**config.mk**
```make
export PLATFORM = sky130hd
export DESIGN_NAME = lf2c_delay
export DESIGN_NICKNAME = d
export VERILOG_FILES = /design/src/sv/lf2c_pkg.sv /design/src/sv/lf2c_delay.sv
export SDC_FILE = /design/constraint.sdc
export NUM_CORES = 2
export LEC_CHECK = 0
export BUFFER_PORTS_ARGS = -buffer_cell sky130_fd_sc_hd__buf_2
export CORE_UTILIZATION = 55
export DETAILED_ROUTE_END_ITERATION = 6
export PLACE_DENSITY = 0.7
export SETUP_SLACK_MARGIN = 0.15
export SLEW_MARGIN = 25
export SYNTH_ARGS = -nofsm -noshare
export SYNTH_HDL_FRONTEND = slang
export SYNTH_MEMORY_MAX_BITS = 65536
export SYNTH_SLANG_ARGS = --single-unit
```
**constraint.sdc**
```tcl
create_clock -name clock -period 2 [get_ports clock]
set_input_delay 0.2 -clock clock [delete_from_list [all_inputs] [get_ports clock]]
set_output_delay 0.2 -clock clock [all_outputs]
set_load 0.005 [all_outputs]
```
**src/sv/lf2c_pkg.sv**
```systemverilog
`default_nettype none
// ----------------------------------------------------------------------------
// lf2c_pkg
// Shared types and constants for the local frame spherical to cartesian block.
// ----------------------------------------------------------------------------
package lf2c_pkg;

   localparam int ANGLE_W   = 16;
   localparam int DIST_W    = 16;
   localparam int COMP_W    = 16;
   localparam int ROW_W     = 3 * COMP_W;
   localparam int ORIGIN_W  = 24;
   localparam int ZW        = 34;
   localparam int XW        = 33;
   localparam int MAX_STAGES = 24;

   localparam logic signed [ZW-1:0] PI_Q30      = 34'sd3373259426;
   localparam logic signed [ZW-1:0] HALF_PI_Q30 = 34'sd1686629713;
   localparam logic signed [XW-1:0] GAIN_Q30    = 33'sd652032874;

   localparam logic signed [ZW-1:0] ATAN_Q30 [MAX_STAGES] = '{
      34'sd843314857, 34'sd497837829, 34'sd263043837, 34'sd133525159,
      34'sd67021687,  34'sd33543516,  34'sd16775851,  34'sd8388437,
      34'sd4194283,   34'sd2097149,   34'sd1048576,   34'sd524288,
      34'sd262144,    34'sd131072,    34'sd65536,     34'sd32768,
      34'sd16384,     34'sd8192,      34'sd4096,      34'sd2048,
      34'sd1024,      34'sd512,       34'sd256,       34'sd128
   };

   typedef struct packed {
      logic [XW-1:0] sin_q30;
      logic [XW-1:0] cos_q30;
   } trig_type;

   typedef struct packed {
      logic [ORIGIN_W-1:0] origin_z;
      logic [ORIGIN_W-1:0] origin_y;
      logic [ORIGIN_W-1:0] origin_x;
      logic [ROW_W-1:0]    basis_row2;
      logic [ROW_W-1:0]    basis_row1;
      logic [ROW_W-1:0]    basis_row0;
      logic [DIST_W-1:0]   distance;
   } side_type;

endpackage
`default_nettype wire

```
**src/sv/lf2c_delay.sv**
```systemverilog
`default_nettype none
// ----------------------------------------------------------------------------
// lf2c_delay
// Stallable delay line carrying valid bits and side data past the CORDIC.
// ----------------------------------------------------------------------------
module lf2c_delay #(
   parameter int DEPTH = 18
) (
   input  wire logic                 clock,
   input  wire logic                 reset,
   input  wire logic                 en,
   input  wire logic                 in_valid,
   input  lf2c_pkg::side_type        in_data,
   output logic                      out_valid,
   output lf2c_pkg::side_type        out_data
);
   import lf2c_pkg::*;

   logic     valid_ff [DEPTH];
   side_type data_ff  [DEPTH];

   always_ff @(posedge clock) begin
      if (reset) begin
         for (int i = 0; i < DEPTH; i++) begin
            valid_ff[i] <= 1'b0;
         end
      end else if (en) begin
         valid_ff[0] <= in_valid;
         for (int i = 1; i < DEPTH; i++) begin
            valid_ff[i] <= valid_ff[i-1];
         end
      end
   end

   always_ff @(posedge clock) begin
      if (en) begin
         data_ff[0] <= in_data;
         for (int i = 1; i < DEPTH; i++) begin
            data_ff[i] <= data_ff[i-1];
         end
      end
   end

   assign out_valid = valid_ff[DEPTH-1];
   assign out_data  = data_ff[DEPTH-1];

endmodule
`default_nettype wire

```
# Yosys cells after proc, flatten, opt, wreduce, memory -nomap -nowiden

Memories as Yosys holds them, arrays and structs flattened.
Cells that the tools add are included.

Multiplexer cells: 24
Bitwise gates (word level): 18

Operator list:

| operator          | count |
|---|---|
| two-way mux 1 bit | 24 |
| OR 1 bit          | 18 |

Register bits: 0
Memory bits (writable): 4,194
Logic and storage cells: 44
Memories: 2

Memory list:

| name     | depth | width | read ports | clocked after Yosys merged registers in | write ports | line             | source |
|---|---|---|---|---|---|---|---|
| data_ff  | 18    | 232   | 18         | 0                                       | 18          | lf2c_delay.sv:20 | `side_type data_ff [DEPTH];` |
| valid_ff | 18    | 1     | 18         | 0                                       | 18          | lf2c_delay.sv:19 | `logic valid_ff [DEPTH];` |

# Longest topological paths before layout

Depth in word-level cells: 4
Gate-level depth with buffers: 2
Gate-level depth less buffers: 1

# Worst setup path after synthesis

No wires, ideal clock.

Kind: input -> register
Start point: in reset
End point: mem valid_ff[0][0] (enable)
Setup time: 0.375 ns
Arrival: 0.743 ns
Data required time: 1.625 ns
Slack: 0.881 ns
Stages on the path: 2
Buffers on the path: 1
Path through: buf_6 > or2_1

RTL lines:

| item        | line             | source |
|---|---|---|
| from (decl) | lf2c_delay.sv:10 | `input wire logic reset,` |
| to (decl)   | lf2c_delay.sv:19 |  |

==> impl_metrics.py <==
metrics = {
    "clock_network": {
        "clockBufferDepth": 4,
        "cts_htree_levels": 5,
        "clock_latency_ns": 0.95,
        "postCtsSetupBuffers": 0,
        "cts_tree": "yes",
        "cts_sinks": 4194,
        "clkTransAtPathRegs_ns": 0.07,
        "root_buffer": "clkbuf_16",
        "numCtsBuffers": 404,
    },
    "logic_synthesis": {
        "yosysUniqueCellTypes": 5,
        "syn_inst": 4215,
        "synth-seq-cells": 4194,
        "syn_area_sq_um": 126000,
        "ys_warn_count": 0,
        "postSynthAreaPerCell_sq_um": 29.9,
        "synthesis.nets": 4451,
        "yosysSeqAreaShare_pct": 99.8,
    },
    "floorplanning": {
        "start_util_pct": 55.4,
        "die-height_um": 481,
        "core_area_sq_um": 228000,
        "ios": 469,
        "die_w_um": 481,
        "die_area_sq_um": 231000,
        "rows": 175,
    },
    "setup_path": {
        "cp_data_required_time_ns": 1.80,
        "crit_path_start_kind": "register",
        "critPathMaxStageDelay_ns": 0.49,
        "r2r_cells": 1,
        "crit_chain": "buf_2",
        "crit_start": "data_ff[17][42]",
        "worstSetupPathType": "register to output pin",
        "cp-endpoint": "out_data[42]",
        "path_max_fanout": 1,
        "cp-end-kind": "output pin",
        "r2r_setup_slack_ns": 1.16,
        "cp.arrival_ns": 1.63,
        "reg2reg_from": "valid_ff[0][16]",
        "r2r_end": "valid_ff[0][17]",
        "crit_cells": 1,
        "cp_slowest_cell": "edfxtp_1",
        "crit_buf_inv": 1,
        "cp_top_family": "flip-flops",
    },
    "routing": {
        "drcViolationCount": 0,
        "wl_um": 164000,
        "vias": 43700,
        "routed_via_density": 4.82,
        "drt_first_pass_iters": 5,
        "ant_nets": 0,
        "wire_per_inst_um": 18.1,
        "drtIter0Drc": 3070,
    },
    "global_route": {
        "antenna_found_initial": 20,
        "grt_pass1_vias": 44700,
        "grt_usage_pct": 14.3,
        "grt_start_max_net_pins": 98,
        "grt_pass1_wl_um": 251000,
        "overflow": 0,
    },
    "sta": {
        "slew_viol_final": 0,
        "fin_ws_ns": 0.175,
        "hold_viol": 0,
        "rsz0062_at_grt": "true",
        "report.final.setup_viol": 0,
        "fmax_mhz": 548,
        "slew_headroom_pct": 58.8,
        "finalCritPeriodShare_pct": 91.3,
        "min_period_ns": 1.83,
        "worstMarginPinSlew_ns": 0.619,
        "tns_ns": 0,
        "fin_skew_ns": 0.0644,
        "whs_ns": 0.0821,
    },
    "run_status": {
        "outcome": "finished, final reports clean",
    },
    "power_and_ir_drop": {
        "irDropWorstVdd_uv": 857,
        "power_w": 0.181,
        "powerDensity_nw_per_um2": 1190,
        "cellLeakagePower_nw": 52.6,
    },
    "layout": {
        "synthToLayoutAreaGrowth_pct": 20.8,
        "final_common_cell": "edfxtp_1",
        "final_nets": 5983,
        "layout_common_cells": "4194 x edfxtp_1, 466 x buf_2, 438 x dlygate4sd3_1",
        "drive_gt1_share_pct": 21.0,
    },
    "place": {
        "port_buffers": 468,
        "dp_hpwl_um": 85800,
        "gp_congestion": 0.718,
        "pre_cts_ws_ns": 0.218,
    },
    "worst_hold_path": {
        "min_path_type": "input port to register",
    },
    "run": {
        "drv_cap": 0,
    },
}
kinds of logic (layout without fill, tap and decap cells):
group	Yosys count	count (layout)	share of synthesized area [%]
buf+inv	2	1843	0.0179
simple gates	19	19	0.138
flops	4194	4194	99.8
other cells	0	4	0
final cells by class:
class,count,area (sq um)
antenna,4,10.0
clock buffer,462,10400
clock inverter,253,2610
fill,13700,75400
multi-input combinational,19,174
sequential,4194,126000
tap,3009,3760
timing repair buffer,1128,9430
registers in the layout, summed over array words and instances, names as in the netlist:
name and flops:
valid_ff 18, data_ff 4176
power breakdown:
| group | internal (W) | switching (W) | total, W | leakage [nW] |
|---|---|---|---|---|
| clock | 0.0436 | 0.0304 | 0.0740 | 6.32 |
| sequential | 0.103 | 0.00141 | 0.104 | 41.1 |
| combinational | 0.00139 | 0.00211 | 0.00350 | 5.25 |
what timing repair did:
item / 4_1_cts / 5_1_grt
hold endpoints to repair: 831 / 0
setup endpoints to repair: 30 / 10
gates resized for setup: 2 / 0
pin swaps: 0 / 0
hold buffers: 438 / 0
layer usage:
metal | track usage, % | part of all wire, %
met5 | 0 | 0.035
met4 | 5.20 | 3.0
met3 | 3.67 | 5.1
met2 | 22.8 | 49
met1 | 19.2 | 43
worst min path at each step:
| stage | cells after the start | from | slack [ns] | endpoint |
|---|---|---|---|---|
| floorplan | 0 | in_data[0] | 0.30 | data_ff[0][0] |
| global placement | 1 | in_data[29] | 0.38 | data_ff[0][29] |
| detailed placement | 1 | in_data[112] | 0.38 | data_ff[0][112] |
| CTS | 2 | in_data[117] | 0.001 | data_ff[0][117] |
| global route | 2 | in_data[134] | 0.01 | data_ff[0][134] |
| finish | 2 | in_data[117] | 0.08 | data_ff[0][117] |
synth_stat cells:
master	n	area, sq um
and3b_1	10	87.6
and3b_2	8	80.1
buf_6	2	22.5
edfxtp_1	4194	126000
or2_1	1	6.26
through the flow:
step	instance area (sq um)	utilization, %	instances
floorplan	126000	-	4215
global placement	135000	59.2	7912
detailed placement	135000	59.2	7912
CTS	152000	66.9	9065
global route	152000	66.9	9068
finish	152000	66.9	9069
Note: power is estimated with default switching activity, not from simulation.
