==> src/sv/lf2c_pkg.sv <==
`default_nettype none
// ----------------------------------------------------------------------------
// lf2c_pkg
// Shared types and constants for the local frame spherical to cartesian block.
// ----------------------------------------------------------------------------
package lf2c_pkg;

   localparam int ANGLE_W   = 16;
   localparam int DIST_W    = 16;
   localparam int COMP_W    = 16;
   localparam int ROW_W     = 3 * COMP_W;
   localparam int ORIGIN_W  = 24;
   localparam int ZW        = 34;
   localparam int XW        = 33;
   localparam int MAX_STAGES = 24;

   localparam logic signed [ZW-1:0] PI_Q30      = 34'sd3373259426;
   localparam logic signed [ZW-1:0] HALF_PI_Q30 = 34'sd1686629713;
   localparam logic signed [XW-1:0] GAIN_Q30    = 33'sd652032874;

   localparam logic signed [ZW-1:0] ATAN_Q30 [MAX_STAGES] = '{
      34'sd843314857, 34'sd497837829, 34'sd263043837, 34'sd133525159,
      34'sd67021687,  34'sd33543516,  34'sd16775851,  34'sd8388437,
      34'sd4194283,   34'sd2097149,   34'sd1048576,   34'sd524288,
      34'sd262144,    34'sd131072,    34'sd65536,     34'sd32768,
      34'sd16384,     34'sd8192,      34'sd4096,      34'sd2048,
      34'sd1024,      34'sd512,       34'sd256,       34'sd128
   };

   typedef struct packed {
      logic [XW-1:0] sin_q30;
      logic [XW-1:0] cos_q30;
   } trig_type;

   typedef struct packed {
      logic [ORIGIN_W-1:0] origin_z;
      logic [ORIGIN_W-1:0] origin_y;
      logic [ORIGIN_W-1:0] origin_x;
      logic [ROW_W-1:0]    basis_row2;
      logic [ROW_W-1:0]    basis_row1;
      logic [ROW_W-1:0]    basis_row0;
      logic [DIST_W-1:0]   distance;
   } side_type;

endpackage
`default_nettype wire

==> src/sv/lf2c_cordic.sv <==
`default_nettype none
// ----------------------------------------------------------------------------
// lf2c_cordic
// Pipelined rotation-mode CORDIC giving sine and cosine of a Q3.13 angle.
// ----------------------------------------------------------------------------
module lf2c_cordic #(
   parameter int STAGES = 16
) (
   input  wire logic                                  clock,
   input  wire logic                                  en,
   input  wire logic signed [lf2c_pkg::ANGLE_W-1:0]   angle,
   output lf2c_pkg::trig_type                         trig
);
   import lf2c_pkg::*;

   logic signed [XW-1:0] x_ff [0:STAGES];
   logic signed [XW-1:0] y_ff [0:STAGES];
   logic signed [ZW-1:0] z_ff [0:STAGES];
   logic                 neg_ff [0:STAGES];
   logic signed [ZW-1:0] z0_in;
   logic                 neg0_in;
   logic signed [ZW-1:0] zw;
   trig_type             trig_ff;
   trig_type             trig_in;

   always_comb begin
      zw = {angle[ANGLE_W-1], angle, 17'b0};
      if (zw > HALF_PI_Q30) begin
         z0_in   = zw - PI_Q30;
         neg0_in = 1'b1;
      end else if (zw < -HALF_PI_Q30) begin
         z0_in   = zw + PI_Q30;
         neg0_in = 1'b1;
      end else begin
         z0_in   = zw;
         neg0_in = 1'b0;
      end
   end

   always_ff @(posedge clock) begin
      if (en) begin
         x_ff[0]   <= GAIN_Q30;
         y_ff[0]   <= '0;
         z_ff[0]   <= z0_in;
         neg_ff[0] <= neg0_in;
      end
   end

   for (genvar i = 0; i < STAGES; i++) begin : g_stage
      logic signed [XW-1:0] x_in;
      logic signed [XW-1:0] y_in;
      logic signed [ZW-1:0] z_in;

      always_comb begin
         if (!z_ff[i][ZW-1]) begin
            x_in = x_ff[i] - (y_ff[i] >>> i);
            y_in = y_ff[i] + (x_ff[i] >>> i);
            z_in = z_ff[i] - ATAN_Q30[i];
         end else begin
            x_in = x_ff[i] + (y_ff[i] >>> i);
            y_in = y_ff[i] - (x_ff[i] >>> i);
            z_in = z_ff[i] + ATAN_Q30[i];
         end
      end

      always_ff @(posedge clock) begin
         if (en) begin
            x_ff[i+1]   <= x_in;
            y_ff[i+1]   <= y_in;
            z_ff[i+1]   <= z_in;
            neg_ff[i+1] <= neg_ff[i];
         end
      end
   end

   always_comb begin
      if (neg_ff[STAGES]) begin
         trig_in.cos_q30 = -x_ff[STAGES];
         trig_in.sin_q30 = -y_ff[STAGES];
      end else begin
         trig_in.cos_q30 = x_ff[STAGES];
         trig_in.sin_q30 = y_ff[STAGES];
      end
   end

   always_ff @(posedge clock) begin
      if (en) begin
         trig_ff <= trig_in;
      end
   end

   assign trig = trig_ff;

endmodule
`default_nettype wire

==> config.mk <==
export PLATFORM = sky130hd
export DESIGN_NAME = lf2c_cordic
export DESIGN_NICKNAME = d
export VERILOG_FILES = /design/src/sv/lf2c_pkg.sv /design/src/sv/lf2c_cordic.sv
export SDC_FILE = /design/constraint.sdc
export NUM_CORES = 2
export LEC_CHECK = 0
export BUFFER_PORTS_ARGS = -buffer_cell sky130_fd_sc_hd__buf_2
export CORE_UTILIZATION = 60
export CTS_CLUSTER_SIZE = 25
export DETAILED_ROUTE_END_ITERATION = 10
export PLACE_DENSITY_LB_ADDON = 0.2
export SLEW_MARGIN = 5
export SYNTH_ARGS = -nofsm -noshare
export SYNTH_HDL_FRONTEND = slang
export SYNTH_SLANG_ARGS = --single-unit
==> constraint.sdc <==
create_clock -name clock -period 7.06 [get_ports clock]
set_input_delay 1.059 -clock clock [delete_from_list [all_inputs] [get_ports clock]]
set_output_delay 1.059 -clock clock [all_outputs]
set_load 0.05 [all_outputs]
==> After elaboration in Yosys (flattened, before gate mapping) <==
Memories as Yosys holds them, arrays and structs flattened.
Index checks and enable logic that the tools add are counted.
{ "totals": {"ff_bits": 66, "latchBits": 0, "mem_bits_rw": 1717, "mem_bits_ro": 0, "inputBits": 18, "output_inout_bits": 66, "word_cells": 162, "mem_count": 4} }
{ "op_classes": {"addsub": 99, "multipliers": 0, "div_mod_pow": 0, "order_cmp": 2, "eq_ne": 0, "shift": 0, "muxes": 55, "bitwise_logic": 0, "n_reduce_logical": 0} }
{ "mem_list": {"columns": ["memory", "words", "word_bits", "read_ports", "rd_clocked_by_memory_dff", "wr", "line", "source"], "rows": [
  ["z_ff", 17, 34, 16, 0, 17, "lf2c_cordic.sv:18", "logic signed [ZW-1:0] z_ff [0:STAGES];"],
  ["x_ff", 17, 33, 17, 0, 17, "lf2c_cordic.sv:16", "logic signed [XW-1:0] x_ff [0:STAGES];"],
  ["y_ff", 17, 33, 17, 0, 17, "lf2c_cordic.sv:17", "logic signed [XW-1:0] y_ff [0:STAGES];"],
  ["neg_ff", 17, 1, 17, 0, 17, "lf2c_cordic.sv:19", "logic neg_ff [0:STAGES];"]
]} }
{ "op_table": {"columns": ["op", "n"], "rows": [
  ["two-way mux 33 bit", 32],
  ["two-way mux 34 bit", 18],
  ["adder 34 x 22 -> 34 bit (second input constant)", 2],
  ["subtractor 34 x 22 -> 34 bit (second input constant)", 2],
  ["adder 33 x 18 -> 33 bit", 2],
  ["adder 33 x 19 -> 33 bit", 2],
  ["adder 33 x 20 -> 33 bit", 2],
  ["adder 33 x 21 -> 33 bit", 2],
  ["adder 33 x 22 -> 33 bit", 2],
  ["adder 33 x 23 -> 33 bit", 2],
  ["adder 33 x 24 -> 33 bit", 2],
  ["adder 33 x 25 -> 33 bit", 2],
  ["adder 33 x 26 -> 33 bit", 2],
  ["adder 33 x 27 -> 33 bit", 2],
  ["adder 33 x 28 -> 33 bit", 2],
  ["adder 33 x 29 -> 33 bit", 2],
  ["adder 33 x 30 -> 33 bit", 2],
  ["adder 33 x 31 -> 33 bit", 2],
  ["adder 33 x 32 -> 33 bit", 2],
  ["two-way mux 66 bit", 1],
  ["negator 33 bit", 2],
  ["subtractor 33 x 18 -> 33 bit", 2],
  ["subtractor 33 x 19 -> 33 bit", 2],
  ["subtractor 33 x 20 -> 33 bit", 2],
  ["47 further kinds", 63]
]} }

==> Longest topological paths before layout <==
{ "logic_depth": {"word_depth": 3, "ltp_mapped": 22, "ltp_nobuf": 21} }

==> Least setup slack after synthesis <==
No wires, ideal clock.
{ "synth_path": {"kind": "register -> register", "startpoint": "mem y_ff[9][13] (netlist: y_ff[0][310])", "endpoint": "mem x_ff[10][31] (netlist: x_ff[0][361]) (data pin)", "setup_ps": 258, "arrival_time_ps": 4758, "required_ps": 6802, "setup_slack_ps": 2045, "path_stages_with_launch": 19, "n_path_buf": 0, "period_less_slack_ps": 5015, "path_cell_list": "edfxtp_1 > or4_1 > nor3_1 > nand2b_1 > nor4_1 > nand3b_1 > nor4_1 > a21oi_1 > xor2_1 > ha_1 > a21o_1 > a21o_1 > a221o_1 > a21oi_1 > nor3_1 > a2111oi_0 > o21ai_0 > a21oi_1 > xnor2_1"} }
{ "synth_rtl": {"columns": ["element", "line"], "rows": [
  ["start, declared", "lf2c_cordic.sv:17"],
  ["end, declared", "lf2c_cordic.sv:16"]
]} }

==> results.md <==
* Status: completed
* Largest net degree at the start of global routing at 174
* Final Cell Area at 127,200 µm²
* Number of routed nets with antenna violations at 0
* Crit-path slowest cell: nor4_1
* First-pass GRT wire length at 475,500 µm
* F_max at 169.5 MHz
* Total core area at 195,200 µm²
* First drt pass iteration count at 6
* # rows at 162
* Flops & latches, synth at 1,456
* Number of global-route vias before repair at 88,929
* Port bufs at 83
* Worst path required time at 7.63 ns
* CP Data Arrival Time at 6.47 ns
* Vias per std cell at 6.182
* Crit start category: flop
* M1 wire length at 133,800 µm
* Layout cell share with drive strength beyond 1 at 4.175%
* Fill count at 15,665
* Die ar. at 198,700 µm²
* Root Buffer: clkbuf_16
* Syn_nets at 13,443
* Clk_lat worst skew at 0.82 ns
* Initial Utilization at 60.54%
* Hold Fails Final Rpt at 0
* Placer Congestion at 0.9635
* Final wirelength at 302,900 µm
* Max_slew headroom at 26.07%
* Post CTS Setup Buffer Count at 0
* Minimum clock period at 5.901 ns
* CP Buf/Inv Count at 1
* Final period util at 83.58%
* Dominant synthesized flop cell: edfxtp_1
* H-tree depth at 4
* Detailed placement HPWL at 237,800 µm
* Clock buffer depth at 3
* Post-synth ARST share at 0%
* Clock transition at path regs at 0.06 ns
* Grt ovf at 0
* Crit-path most repeated cell: a21oi_1
* Post-synthesis sequential area ratio at 37.00%
* Leading cell type in the layout, fill and taps excluded: edfxtp_1
* Vias post-DR at 92,496
* Post-CTS resize count at 0
* Drt initial violations at 6,934
* Cells after synthesis at 12,052
* Die Width at 445.8 µm
* Chip height at 445.8 µm
* Worst clock skew at 0.02133 ns
* CTS buffer count at 167
* YS warnings at 0
* # DRC at 0
* Post-synth EDFFs at 1,456
* Max-cap viol count at 0
* Post-route setup TNS at 0 ns
* Unrepaired setup endpoints after global routing: false
* Total GRT Usage at 29.76%
* Unique masters post-synth at 89
* Crit Path Max Fanout at 5
* Boundary Pins at 84
* CTS tree: done
* Kind of end point of the critical path: flop
* Synth-to-Final Area Change at 7.628%
* Met3 wire len at 17,350 µm
* Layout Nets at 13,593
* Cts hold-fix bufs at 0
* CP cell instances: or4_1, nor3_1, nand2b_1, nor4_1, nand3b_1, nor4_1, a21oi_1, xor2_1, ha_1, a21o_1, a21o_1, a221o_1, a21oi_1, nor3_1, a2111oi_0, buf_4, o21ai_0, a21oi_1, xnor2_1
* Mapped Area at 118,200 µm²
* Uppermost layer routed: met4
* Final setup violating endpoints at 0
* Kind of critical path: reg -> reg
* Syn Area/Cell at 9.806 µm²
* Total clock sinks at 1,456
* Final Slew Violations at 0
* Most frequent cells in the layout: edfxtp_1, ha_1, a21oi_1
* Slowest stage delay, CP at 0.64 ns
* Average routed wire per standard cell at 20.25 µm
* Initial antenna violation count at 2
* Min-delay worst type: reg -> reg
* Worst Tran Pin Value at 1.102 ns
* Post-DP Area at 121,900 µm²
* DR WL met2 at 143,400 µm
* CP top delay family: simple AND/OR/NAND/NOR gates
[final timing paths]
path,cells past startpoint,slack [ns],end,startpoint
hold reg to reg,0,0.42,neg_ff[0][9]$_DFFE_PP_,neg_ff[0][8]$_DFFE_PP_
setup / recovery,19,1.16,x_ff[0][361]$_DFFE_PP_,y_ff[0][310]$_DFFE_PP_
setup reg to reg,19,1.16,x_ff[0][361]$_DFFE_PP_,y_ff[0][310]$_DFFE_PP_
hold / removal,0,0.42,neg_ff[0][9]$_DFFE_PP_,neg_ff[0][8]$_DFFE_PP_
[layer usage]
layer,global-route usage [%],up-vias
met5,0,-
met1,39.84,44346
li1,-,45142
met3,4.002,485
met2,50.13,2523
met4,8.657,0
[per-stage QoR]
stage | hold slack [ns] | cells | utilization, % | setup slack (ns)
after floorplan | 0.4003 | 12052 | - | 2.045
after global placement | 0.4016 | 14657 | 62.43 | 1.337
after detailed placement | 0.4054 | 14657 | 62.43 | 1.354
after CTS | 0.4186 | 14959 | 65.16 | 1.335
after global routing | 0.4214 | 14960 | 65.16 | 0.8488
final | 0.4173 | 14961 | 65.16 | 1.159
[layout make-up]
type / count / area [µm²] / share of cell area [%]
diodes: 2 / 5.005 / 0.003935
clock inverters: 107 / 1015 / 0.7978
multi-input cells: 9895 / 71820 / 56.47
well taps: 2624 / 3283 / 2.581
flip-flops and latches: 1456 / 43720 / 34.37
inverters: 529 / 1986 / 1.561
repair buffers: 153 / 1056 / 0.8302
clock buffers: 195 / 4305 / 3.385
[cell usage after synthesis, types with 152 or more instances]
master	number	area [µm²]
nand2b_1	165	1032
a21oi_1	1274	6376
a31oi_1	152	950.9
nor3_1	300	1501
o21bai_1	173	1299
xor2_1	593	5194
nor2b_1	159	994.7
o21ai_0	475	2377
nand2_1	551	2068
a21o_1	582	4369
nor2_1	1053	3953
edfxtp_1	1456	43720
xnor2_1	1217	10660
inv_1	523	1963
o21a_1	188	1411
nand3_1	179	895.9
ha_1	1332	16670
[cell families (layout without fill, tap and decap cells)]
family | after synthesis | after routing | share of synthesized area, %
compound gates | 3584 | 3584 | 19.17
xor+xnor | 1811 | 1811 | 13.43
fa+ha+maj | 1373 | 1373 | 14.80
buf+inv | 701 | 984 | 2.230
flops | 1456 | 1456 | 37.00
mux | 126 | 126 | 1.133
other cells | 0 | 2 | 0
simple gates | 3001 | 3001 | 12.24
[sequential cells by signal (all words and copies together) (netlist names)]
name    cells
y_ff      496
x_ff      470
z_ff      408
trig       66
neg_ff     16
Power is not shown: default switching activity piles up to over one toggle a cycle in this logic, so the estimate is an artifact.
